===== src/sv/mcfe_pkg.sv =====
package mcfe_pkg;

	localparam int FRAME_BYTES = 18;
	localparam int IDX_W       = $clog2(FRAME_BYTES);
	localparam int CRC_BYTES   = 13;
	localparam int CRC_CNT_W   = $clog2(CRC_BYTES);

	localparam logic [7:0]  FRAME_SOF  = 8'h02;
	localparam logic [7:0]  FRAME_EOF  = 8'h03;
	localparam logic [7:0]  FRAME_LEN  = 8'd13;
	localparam logic [7:0]  CODE_RESET = 8'h5B;
	localparam logic [15:0] CRC_POLY   = 16'h1021;

	typedef struct packed {
		logic signed [31:0] position_mdeg;
		logic        [31:0] velocity;
		logic        [31:0] acceleration;
	} in_t;

	typedef struct packed {
		logic [7:0] frame_byte;
		logic       frame_last;
	} out_t;

	// One frame, ready to serialize: code byte, the three words and the checksum.
	typedef struct packed {
		logic [7:0]  code;
		logic [31:0] pos;
		logic [31:0] vel;
		logic [31:0] acc;
		logic [15:0] crc;
	} frame_rec_t;

	typedef struct packed {
		logic not_empty;
		logic not_full;
	} q_status_t;

	// One byte of CRC-16/XMODEM, MSB first.
	function automatic logic [15:0] crc_byte(input logic [15:0] crc_in, input logic [7:0] data);
		logic [15:0] c;
		c = crc_in ^ {data, 8'h00};
		for (int b = 0; b < 8; b++) begin
			if (c[15]) begin
				c = {c[14:0], 1'b0} ^ CRC_POLY;
			end else begin
				c = {c[14:0], 1'b0};
			end
		end
		return c;
	endfunction

endpackage


===== src/sv/motor_command_frame_encoder_unit.sv =====
// Throughput: one frame byte per cycle while pop stays high and the queue holds a frame;
// the byte serializer in the back end sets that figure.
// The front end runs the checksum over its 13 covered bytes, one byte per cycle, then hands the frame on.
// Reset (arst_n low, asynchronous) empties the queue and output stage and sets the code to 0x5B.
module motor_command_frame_encoder_unit import mcfe_pkg::*; (
	input  logic       clk,
	input  logic       arst_n,
	input  logic       push,
	output logic       full,
	input  in_t        item,
	output logic       empty,
	input  logic       pop,
	output out_t       result,
	input  logic       cfg_valid,
	output logic       cfg_ready,
	input  logic [7:0] cfg_data
);

	// The command code register is written whenever a configuration beat arrives.
	// It is sampled into the frame record at the moment a command beat is accepted,
	// so a frame in flight always carries the code that was current when it came in.
	logic [7:0] code_q;

	assign cfg_ready = 1'b1;

	always_ff @(posedge clk or negedge arst_n) begin
		if (!arst_n) begin
			code_q <= CODE_RESET;
		end else if (cfg_valid && cfg_ready) begin
			code_q <= cfg_data;
		end
	end

	// The front end latches the command, runs the CRC over the code byte and the
	// twelve data bytes, and offers the finished frame record to the queue.
	frame_rec_t front_rec;
	logic       front_rec_valid;
	frame_rec_t q_rec;
	q_status_t  q_st;
	logic       q_pop;

	mcfe_front u_front (
		.clk       (clk),
		.arst_n    (arst_n),
		.push      (push),
		.full      (full),
		.item      (item),
		.code      (code_q),
		.q_st      (q_st),
		.rec_valid (front_rec_valid),
		.rec       (front_rec)
	);

	// A two-entry queue lets the front end finish the next checksum while the
	// back end is still sending the current frame.
	mcfe_queue u_queue (
		.clk     (clk),
		.arst_n  (arst_n),
		.wr_en   (front_rec_valid),
		.wr_data (front_rec),
		.rd_en   (q_pop),
		.rd_data (q_rec),
		.st      (q_st)
	);

	// The back end walks the 18 frame positions and drives an output register;
	// it loads the next record on the same edge that issues a closing byte, so
	// frames follow one another without a gap.
	mcfe_back u_back (
		.clk    (clk),
		.arst_n (arst_n),
		.q_st   (q_st),
		.q_rec  (q_rec),
		.q_pop  (q_pop),
		.empty  (empty),
		.pop    (pop),
		.result (result)
	);

`ifndef NO_ASSERTIONS
	// The front end only turns busy because a command beat was accepted.
	a_full_rise: assert property (@(posedge clk) disable iff (!arst_n)
		$rose(full) |-> $past(push && !full))
		else $error("front end became busy without an accepted command");

	// The marked byte is always the closing delimiter.
	a_last_eof: assert property (@(posedge clk) disable iff (!arst_n)
		(!empty && result.frame_last) |-> (result.frame_byte == FRAME_EOF))
		else $error("frame_last set on a byte other than the closing delimiter");

	// The back end never takes a record from an empty queue.
	a_pop_nonempty: assert property (@(posedge clk) disable iff (!arst_n)
		q_pop |-> q_st.not_empty)
		else $error("back end read from an empty queue");

	// A byte following a closing byte that was taken must open a new frame.
	a_sof_follows: assert property (@(posedge clk) disable iff (!arst_n)
		(!empty && pop && result.frame_last) ##1 !empty |-> (result.frame_byte == FRAME_SOF))
		else $error("new frame does not start with the opening delimiter");
`endif

endmodule


===== src/sv/mcfe_front.sv =====
module mcfe_front import mcfe_pkg::*; (
	input  logic       clk,
	input  logic       arst_n,
	input  logic       push,
	output logic       full,
	input  in_t        item,
	input  logic [7:0] code,
	input  q_status_t  q_st,
	output logic       rec_valid,
	output frame_rec_t rec
);

	logic                 busy_q;
	logic                 crc_done_q;
	logic [CRC_CNT_W-1:0] cnt_q;
	logic [103:0]         sh_q;
	frame_rec_t           rec_q;
	logic                 accept;
	logic                 hand_off;

	assign full      = busy_q;
	assign accept    = push && !busy_q;
	assign hand_off  = crc_done_q && q_st.not_full;
	assign rec_valid = crc_done_q;
	assign rec       = rec_q;

	always_ff @(posedge clk or negedge arst_n) begin
		if (!arst_n) begin
			busy_q     <= 1'b0;
			crc_done_q <= 1'b0;
			cnt_q      <= '0;
		end else if (accept) begin
			busy_q     <= 1'b1;
			crc_done_q <= 1'b0;
			cnt_q      <= '0;
		end else if (hand_off) begin
			busy_q     <= 1'b0;
			crc_done_q <= 1'b0;
		end else if (busy_q && !crc_done_q) begin
			cnt_q <= cnt_q + 1'b1;
			if (cnt_q == CRC_CNT_W'(CRC_BYTES - 1)) begin
				crc_done_q <= 1'b1;
			end
		end
	end

	// The shift line feeds one covered byte per cycle into the checksum.
	always_ff @(posedge clk) begin
		if (accept) begin
			sh_q      <= {code, item.position_mdeg, item.velocity, item.acceleration};
			rec_q.code <= code;
			rec_q.pos  <= item.position_mdeg;
			rec_q.vel  <= item.velocity;
			rec_q.acc  <= item.acceleration;
			rec_q.crc  <= '0;
		end else if (busy_q && !crc_done_q) begin
			sh_q      <= {sh_q[95:0], 8'h00};
			rec_q.crc <= crc_byte(rec_q.crc, sh_q[103:96]);
		end
	end

endmodule


===== src/sv/mcfe_queue.sv =====
module mcfe_queue import mcfe_pkg::*; (
	input  logic       clk,
	input  logic       arst_n,
	input  logic       wr_en,
	input  frame_rec_t wr_data,
	input  logic       rd_en,
	output frame_rec_t rd_data,
	output q_status_t  st
);

	frame_rec_t  mem [2];
	logic        wr_ptr_q;
	logic        rd_ptr_q;
	logic [1:0]  count_q;
	logic        do_wr;
	logic        do_rd;

	assign st.not_empty = (count_q != 2'd0);
	assign st.not_full  = (count_q != 2'd2);
	assign do_wr        = wr_en && st.not_full;
	assign do_rd        = rd_en && st.not_empty;
	assign rd_data      = mem[rd_ptr_q];

	always_ff @(posedge clk or negedge arst_n) begin
		if (!arst_n) begin
			wr_ptr_q <= 1'b0;
			rd_ptr_q <= 1'b0;
			count_q  <= 2'd0;
		end else begin
			if (do_wr) begin
				wr_ptr_q <= !wr_ptr_q;
			end
			if (do_rd) begin
				rd_ptr_q <= !rd_ptr_q;
			end
			if (do_wr && !do_rd) begin
				count_q <= count_q + 2'd1;
			end else if (do_rd && !do_wr) begin
				count_q <= count_q - 2'd1;
			end
		end
	end

	always_ff @(posedge clk) begin
		if (do_wr) begin
			mem[wr_ptr_q] <= wr_data;
		end
	end

endmodule


===== src/sv/mcfe_back.sv =====
module mcfe_back import mcfe_pkg::*; (
	input  logic       clk,
	input  logic       arst_n,
	input  q_status_t  q_st,
	input  frame_rec_t q_rec,
	output logic       q_pop,
	output logic       empty,
	input  logic       pop,
	output out_t       result
);

	frame_rec_t       cur_q;
	logic             active_q;
	logic [IDX_W-1:0] idx_q;
	out_t             out_q;
	logic             out_valid_q;
	logic             advance;
	logic             at_last;
	logic [7:0]       byte_sel;

	assign advance = !out_valid_q || pop;
	assign at_last = (idx_q == IDX_W'(FRAME_BYTES - 1));
	assign q_pop   = q_st.not_empty && (!active_q || (advance && at_last));
	assign empty   = !out_valid_q;
	assign result  = out_q;

	always_comb begin
		case (idx_q)
			5'd0:    byte_sel = FRAME_SOF;
			5'd1:    byte_sel = FRAME_LEN;
			5'd2:    byte_sel = cur_q.code;
			5'd3:    byte_sel = cur_q.pos[31:24];
			5'd4:    byte_sel = cur_q.pos[23:16];
			5'd5:    byte_sel = cur_q.pos[15:8];
			5'd6:    byte_sel = cur_q.pos[7:0];
			5'd7:    byte_sel = cur_q.vel[31:24];
			5'd8:    byte_sel = cur_q.vel[23:16];
			5'd9:    byte_sel = cur_q.vel[15:8];
			5'd10:   byte_sel = cur_q.vel[7:0];
			5'd11:   byte_sel = cur_q.acc[31:24];
			5'd12:   byte_sel = cur_q.acc[23:16];
			5'd13:   byte_sel = cur_q.acc[15:8];
			5'd14:   byte_sel = cur_q.acc[7:0];
			5'd15:   byte_sel = cur_q.crc[15:8];
			5'd16:   byte_sel = cur_q.crc[7:0];
			5'd17:   byte_sel = FRAME_EOF;
			default: byte_sel = FRAME_EOF;
		endcase
	end

	always_ff @(posedge clk or negedge arst_n) begin
		if (!arst_n) begin
			active_q    <= 1'b0;
			idx_q       <= '0;
			out_valid_q <= 1'b0;
		end else begin
			if (advance) begin
				out_valid_q <= active_q;
			end
			if (q_pop) begin
				active_q <= 1'b1;
				idx_q    <= '0;
			end else if (advance && active_q) begin
				if (at_last) begin
					active_q <= 1'b0;
				end
				idx_q <= idx_q + 1'b1;
			end
		end
	end

	always_ff @(posedge clk) begin
		if (q_pop) begin
			cur_q <= q_rec;
		end
		if (advance && active_q) begin
			out_q.frame_byte <= byte_sel;
			out_q.frame_last <= at_last;
		end
	end

endmodule

===== config.mk =====
export PLATFORM = sky130hd
export DESIGN_NAME = motor_command_frame_encoder_unit
export DESIGN_NICKNAME = d
export VERILOG_FILES = /design/src/sv/mcfe_pkg.sv /design/src/sv/motor_command_frame_encoder_unit.sv /design/src/sv/mcfe_front.sv /design/src/sv/mcfe_queue.sv /design/src/sv/mcfe_back.sv
export SDC_FILE = /design/constraint.sdc
export NUM_CORES = 1
export LEC_CHECK = 0
export ABC_CLOCK_PERIOD_IN_PS = 17500
export BUFFER_PORTS_ARGS = -buffer_cell sky130_fd_sc_hd__buf_2
export CORE_MARGIN = 2
export CORE_UTILIZATION = 60
export DETAILED_ROUTE_END_ITERATION = 8
export PLACE_DENSITY = 0.84
export SYNTH_ARGS = -nofsm -noshare
export SYNTH_HDL_FRONTEND = slang
export SYNTH_SLANG_ARGS = --single-unit

===== constraint.sdc =====
create_clock -name clk -period 17.5 [get_ports clk]
set_input_delay 5.25 -clock clk [delete_from_list [all_inputs] [get_ports clk]]
set_output_delay 5.25 -clock clk [all_outputs]
set_load 0.02 [all_outputs]

## After elaboration in Yosys (flattened, before gate mapping)

Memories as Yosys holds them, arrays and structs flattened. A register that Yosys moved wholly into a read port is not among the register bits.
Cells that the tools add are included.

| cells by class | value |
|---|---|
| bitwise gates (word level) | 9 |
| reductions and logical operators | 31 |
| $add $sub $neg | 4 |
| equality and inequality tests | 20 |
| mux-type cells | 43 |

Operators by type and width:

| kind | number |
|---|---|
| 2-to-1 mux 16 bit | 14 |
| 2-to-1 mux 104 bit | 2 |
| case mux 8 bit (17 select lines) | 1 |
| 2-to-1 mux 13 bit | 8 |
| == test 5 x 4 -> 1 bit (second input constant) | 8 |
| inverter 3 bit | 8 |
| == test 5 x 3 -> 1 bit (second input constant) | 4 |
| bitwise XOR 16 bit | 1 |
| 2-to-1 mux 4 bit | 3 |
| nonzero test 2 bit | 6 |
| 2-to-1 mux 1 bit | 11 |
| == test 5 x 2 -> 1 bit (second input constant) | 2 |
| == test 5 bit (second input constant) | 2 |
| 2-to-1 mux 5 bit | 2 |
| logical AND 1 bit | 9 |
| logical NOT 1 bit | 8 |
| AND reduction 2 bit | 3 |
| nonzero test 3 bit | 2 |
| adder 5 x 1 -> 5 bit (second input constant) | 1 |
| == test 5 x 1 -> 1 bit (second input constant) | 1 |
| logical NOT 5 bit | 1 |
| adder 4 x 1 -> 4 bit (second input constant) | 1 |
| == test 4 bit (second input constant) | 1 |
| 2-to-1 mux 2 bit | 2 |
| 4 further kinds | 6 |

| storage, ports and cells | value |
|---|---|
| bits in registers | 258 |
| bits in writable memories | 240 |
| memories | 1 |
| logic and storage cells | 126 |

Memory list:

| memory | words | width | read ports | clocked after memory_dff | wr ports | RTL line | text |
|---|---|---|---|---|---|---|---|
| u_queue.mem | 2 | 120 | 1 | 1 | 1 | mcfe_queue.sv:11 | `frame_rec_t mem [2];` |

## Depth between registers and ports, before layout

| depth | value |
|---|---|
| word-level depth | 31 |
| gate-level depth with buffers | 10 |

## Modules after synthesis

A second synthesis with hierarchy kept.

| second synthesis, totals | value |
|---|---|
| cells, all modules | 1353 |
| area total of the unflattened synthesis | 23343.6 µm² |

By module, submodules not included:

| module | cells each | instances | area each (µm²) |
|---|---|---|---|
| mcfe_queue | 391 | 1 | 8876.0 |
| mcfe_front | 619 | 1 | 8624.5 |
| mcfe_back | 324 | 1 | 5494.0 |
| motor_command_frame_encoder_unit | 19 | 1 | 349.1 |

## Least setup slack after synthesis

Ideal clock, no wire load.

| path | value |
|---|---|
| path kind | input to register |
| start point | input port pop |
| end point | register u_queue.count_q[1] |
| path slack | 8.267 ns |
| path buffers | 0 |
| arrival time | 9.154 ns |
| library setup time | 0.079 ns |
| stages | 8 |
| cells stage by stage | nor2b_1 o21ai_0 o21a_1 inv_1 ha_1 xor2_1 nor2_1 xor2_1 |

| between the ends | value |
|---|---|
| cells in the longest elaborated chain, start to end | 8 |
| elaborated cells on any way between the ends | 10 |

RTL lines:

| item | RTL line | text |
|---|---|---|
| from (decl) | motor_command_frame_encoder_unit.sv:12 | `input logic pop,` |
| logical OR 1 bit * | mcfe_back.sv:21 | `assign advance = !out_valid_q \|\| pop;` |
| logical AND 1 bit * | mcfe_back.sv:23 | `assign q_pop = q_st.not_empty && (!active_q \|\| (advance && at_last));` |
| logical OR 1 bit * | mcfe_back.sv:23 |  |
| logical AND 1 bit * | mcfe_back.sv:23 |  |
| named net q_pop | motor_command_frame_encoder_unit.sv:40 | `logic q_pop;` |
| logical AND 1 bit * | mcfe_queue.sv:21 | `assign do_rd = rd_en && st.not_empty;` |
| logical NOT 1 bit | mcfe_queue.sv:36 | `if (do_wr && !do_rd) begin` |
| logical AND 1 bit | mcfe_queue.sv:36 |  |
| 2-to-1 mux 2 bit or nonzero test 2 bit (tied branches) | - |  |
| to (signal assigned) | mcfe_queue.sv:37 | `count_q <= count_q + 2'd1;` |
| to (signal assigned) | mcfe_queue.sv:39 | `count_q <= count_q - 2'd1;` |
| to (decl) | mcfe_queue.sv:14 | `logic [1:0] count_q;` |

The timed path passes the listed nets; every way through them passes the cells marked *.
A chain may end at the register's enable or synchronous reset.

## Worst setup path in the final report

| path | value |
|---|---|
| start point | input port push |
| end point | register u_front.sh_q[43], enable pin |

| between the ends | value |
|---|---|
| cells in the longest elaborated chain, start to end | 2 |

RTL lines:

| item | RTL line | text |
|---|---|---|
| from (decl) | motor_command_frame_encoder_unit.sv:8 | `input logic push,` |
| logical AND 1 bit | mcfe_front.sv:22 | `assign accept = push && !busy_q;` |
| nonzero test 2 bit (no source line) | - |  |
| to (signal assigned) | mcfe_front.sv:50 | `sh_q <= {code, item.position_mdeg, item.velocity, item.acceleration};` |
| to (signal assigned) | mcfe_front.sv:57 | `sh_q <= {sh_q[95:0], 8'h00};` |
| to (decl) | mcfe_front.sv:16 | `logic [103:0] sh_q;` |

No other way between the ends.

==> impl_metrics.toml <==
[run_status]
status = "completed"

[synthesis]
postSynthAreaPerCell_um2 = 16.8
synth_top_area_frac = 0.753
synthesis.nets = 1485
synth_seq_cells = 618
yosys-top-cells-count = "edfxtp_1, nand2_1, mux2_2"
seq_area_frac_synth = 0.795
synth-async-reset-ratio = 0.0405
synth_area_leader_cell = "edfxtp_1"
synth.most_common_cell = "edfxtp_1"
ys_top_cells_by_area = "edfxtp_1, mux2_2, nand2_1"
synth-warning-count = 0
synthFlopType = "edfxtp_1"
syn_area_um2 = 23000
synth.distinct_cells = 59
synth_cells = 1368
synth_edf_count = 577

[clocking]
ctsRootBufferMaster = "clkbuf_16"
post_cts_resized = 0
clk_path_buf_depth = 3
path_clk_slew_ns = 0.06
cts-htree-levels = 2
numCtsBuffers = 57
clock_sinks = 618
holdBufCountCts = 0
clk-insertion-delay-late_ns = 0.63
tritoncts = "yes"
post_cts.repair.setup_buffers = 0

[detailed_routing]
ant_nets = 0
vias_per_cell = 5.85
vias = 12000
routedWlPerCell_um = 23.6
drt_first_iter_violations = 1464
drc = 0
dr.pass1.iters = 5
wl_mm = 48.6

[grt]
grt_usage = 0.252
antenna_found_initial = 0
grt_pass1_vias = 12000
grt_first_pass_wirelength_mm = 72.3
grt_max_degree = 87
grt-ovfl-total = 0

[placed_design]
place_area_um2 = 24100
dpl.hpwl_mm = 30.8
io_buffers = 119
gp_congestion = 0.913

[cells_and_area]
nNetsFinal = 1615
stdcell_area_um2 = 25900
syn_to_final_growth_pct = 12.5
drive_above_1_share = 0.235
antenna_cells = 0

[timing]
finalCritPeriodShare = 0.472
slew_violations = 0
skew_ns = 0.0288
setup_viol = 0
slew_headroom = 0.202
rsz0062_at_grt = "false"
setup_tns_ns = 0
worstMarginPinSlew_ns = 1.19
post-route-min-period_ns = 8.25
clock.fmax_ghz = 0.121
hold_viol = 0

[setup_path]
cp_data_required_time_ns = 17.73
worstPathArrival_ns = 8.48
crit_path_start_kind = "input pin"
cp-end-kind = "flip-flop"
critPathKind = "input pin to flip-flop"
crit_path_max_fanout = 86

[power_and_ir_drop]
ir_drop_mv = 0.125
cellPowerDensity_nw_per_um2 = 162
cellLeakagePower_nw = 9.27

[flow_run]
drv_cap = 0

[die]
std_cell_rows = 71
core_um2 = 37700
die_x_um = 200
io-pin-count = 121
start_util = 0.611
die_y_um = 200
die-area_um2 = 39900

[min_path]
worstHoldPathType = "flip-flop to flip-flop"
## per-layer routing
layer	track usage	share of wire
met1	0.341	0.38
met2	0.416	0.50
met3	0.0474	0.086
met4	0.0872	0.033
met5	0	0
## through the flow
step	power (mW)	setup slack, ns	hold WS, ns	utilization	cells
final	4.20	9.25	0.445	0.687	2057
after global routing	4.36	8.87	0.449	0.687	2057
after CTS	4.21	9.31	0.436	0.687	2057
after detailed placement	3.04	8.69	0.430	0.640	1950
after global placement	3.00	8.79	0.422	0.640	1950
after floorplan	2.75	8.27	0.421	-	1368
## power by group
part	switching [mW]	internal (mW)	leakage, nW	total [mW]
Sequential	0.160	1.98	5.82	2.14
Clock	0.531	0.637	0.875	1.17
Combinational	0.533	0.353	2.57	0.885
## registers in the layout, summed over array words and instances (netlist names), 2 cells and up
name,cells
u_queue.mem,240
u_back.result,9
u_front.sh_q,104
u_back.idx_q,5
u_front.cnt_q,4
code_q,8
u_back.cur_q,120
u_queue.count_q,2
u_front.rec,120
## worst paths after layout
| kind | startpoint | end | slack, ns | depth (start not counted) |
|---|---|---|---|---|
| worst max register to register | u_back.idx_q[1] | u_queue.count_q[1] | 13.41 | 11 |
| max in group asynchronous | arst_n | u_queue.rd_ptr_q | 12.35 | 1 |
| worst min register to register | u_front.rec[71] | u_queue.mem[1][71] | 0.44 | 0 |
| worst max-delay path | push | u_front.sh_q[43] | 9.25 | 6 |
| min in group asynchronous | arst_n | u_queue.rd_ptr_q | 4.67 | 1 |
| worst min-delay path | u_front.rec[71] | u_queue.mem[1][71] | 0.44 | 0 |
## critical path: stages
cell	delay, ns
buf_2	0.11
nand2b_4	0.50
inv_6	0.42
nor2_1	1.03
inv_4	0.44
buf_4	0.58
## cell type report
type | instances | area (um2)
inverter | 16 | 67.6
sequential | 618 | 18300
multi-input combinational | 675 | 4430
tap | 511 | 639
fill | 2297 | 11800
clock inverter | 42 | 272
clock buffer | 65 | 1510
timing repair buffer | 130 | 678
## logic make-up after synthesis
group                    Yosys count  synth area share
AO/OA/AOI/OAI                     91            0.0278
XOR/XNOR                          29            0.0110
adder cells (fa/ha/maj)            8           0.00435
buffers and inverters             75            0.0139
flip-flops                       618             0.795
multiplexers                     157            0.0769
other                              1          0.000163
AND/OR/NAND/NOR                  389            0.0710
## cell usage in the layout (no fill, tap or decap), types with 5 or more instances in the layout
cell type,n
edfxtp_1,577
nand2_1,316
mux2_2,133
buf_2,119
clkbuf_16,59
o21ai_0,21
xnor2_1,20
clkinv_1,18
dfrtp_1,18
mux2i_1,17
dfxtp_1,16
inv_1,14
a22o_1,13
nor2b_1,11
buf_4,11
clkinv_2,10
nand2b_1,9
a21oi_1,9
and2_1,9
xor2_1,9
ha_1,8
a31oi_1,7
nand3_1,7
nand3b_1,6
a211oi_1,6
inv_6,6
nor2_1,6
and3_1,5
o22ai_1,5
a22oi_1,5
mux2_1,5
clkbuf_1,5
dfstp_2,5
(Power assumes the default switching activity.)
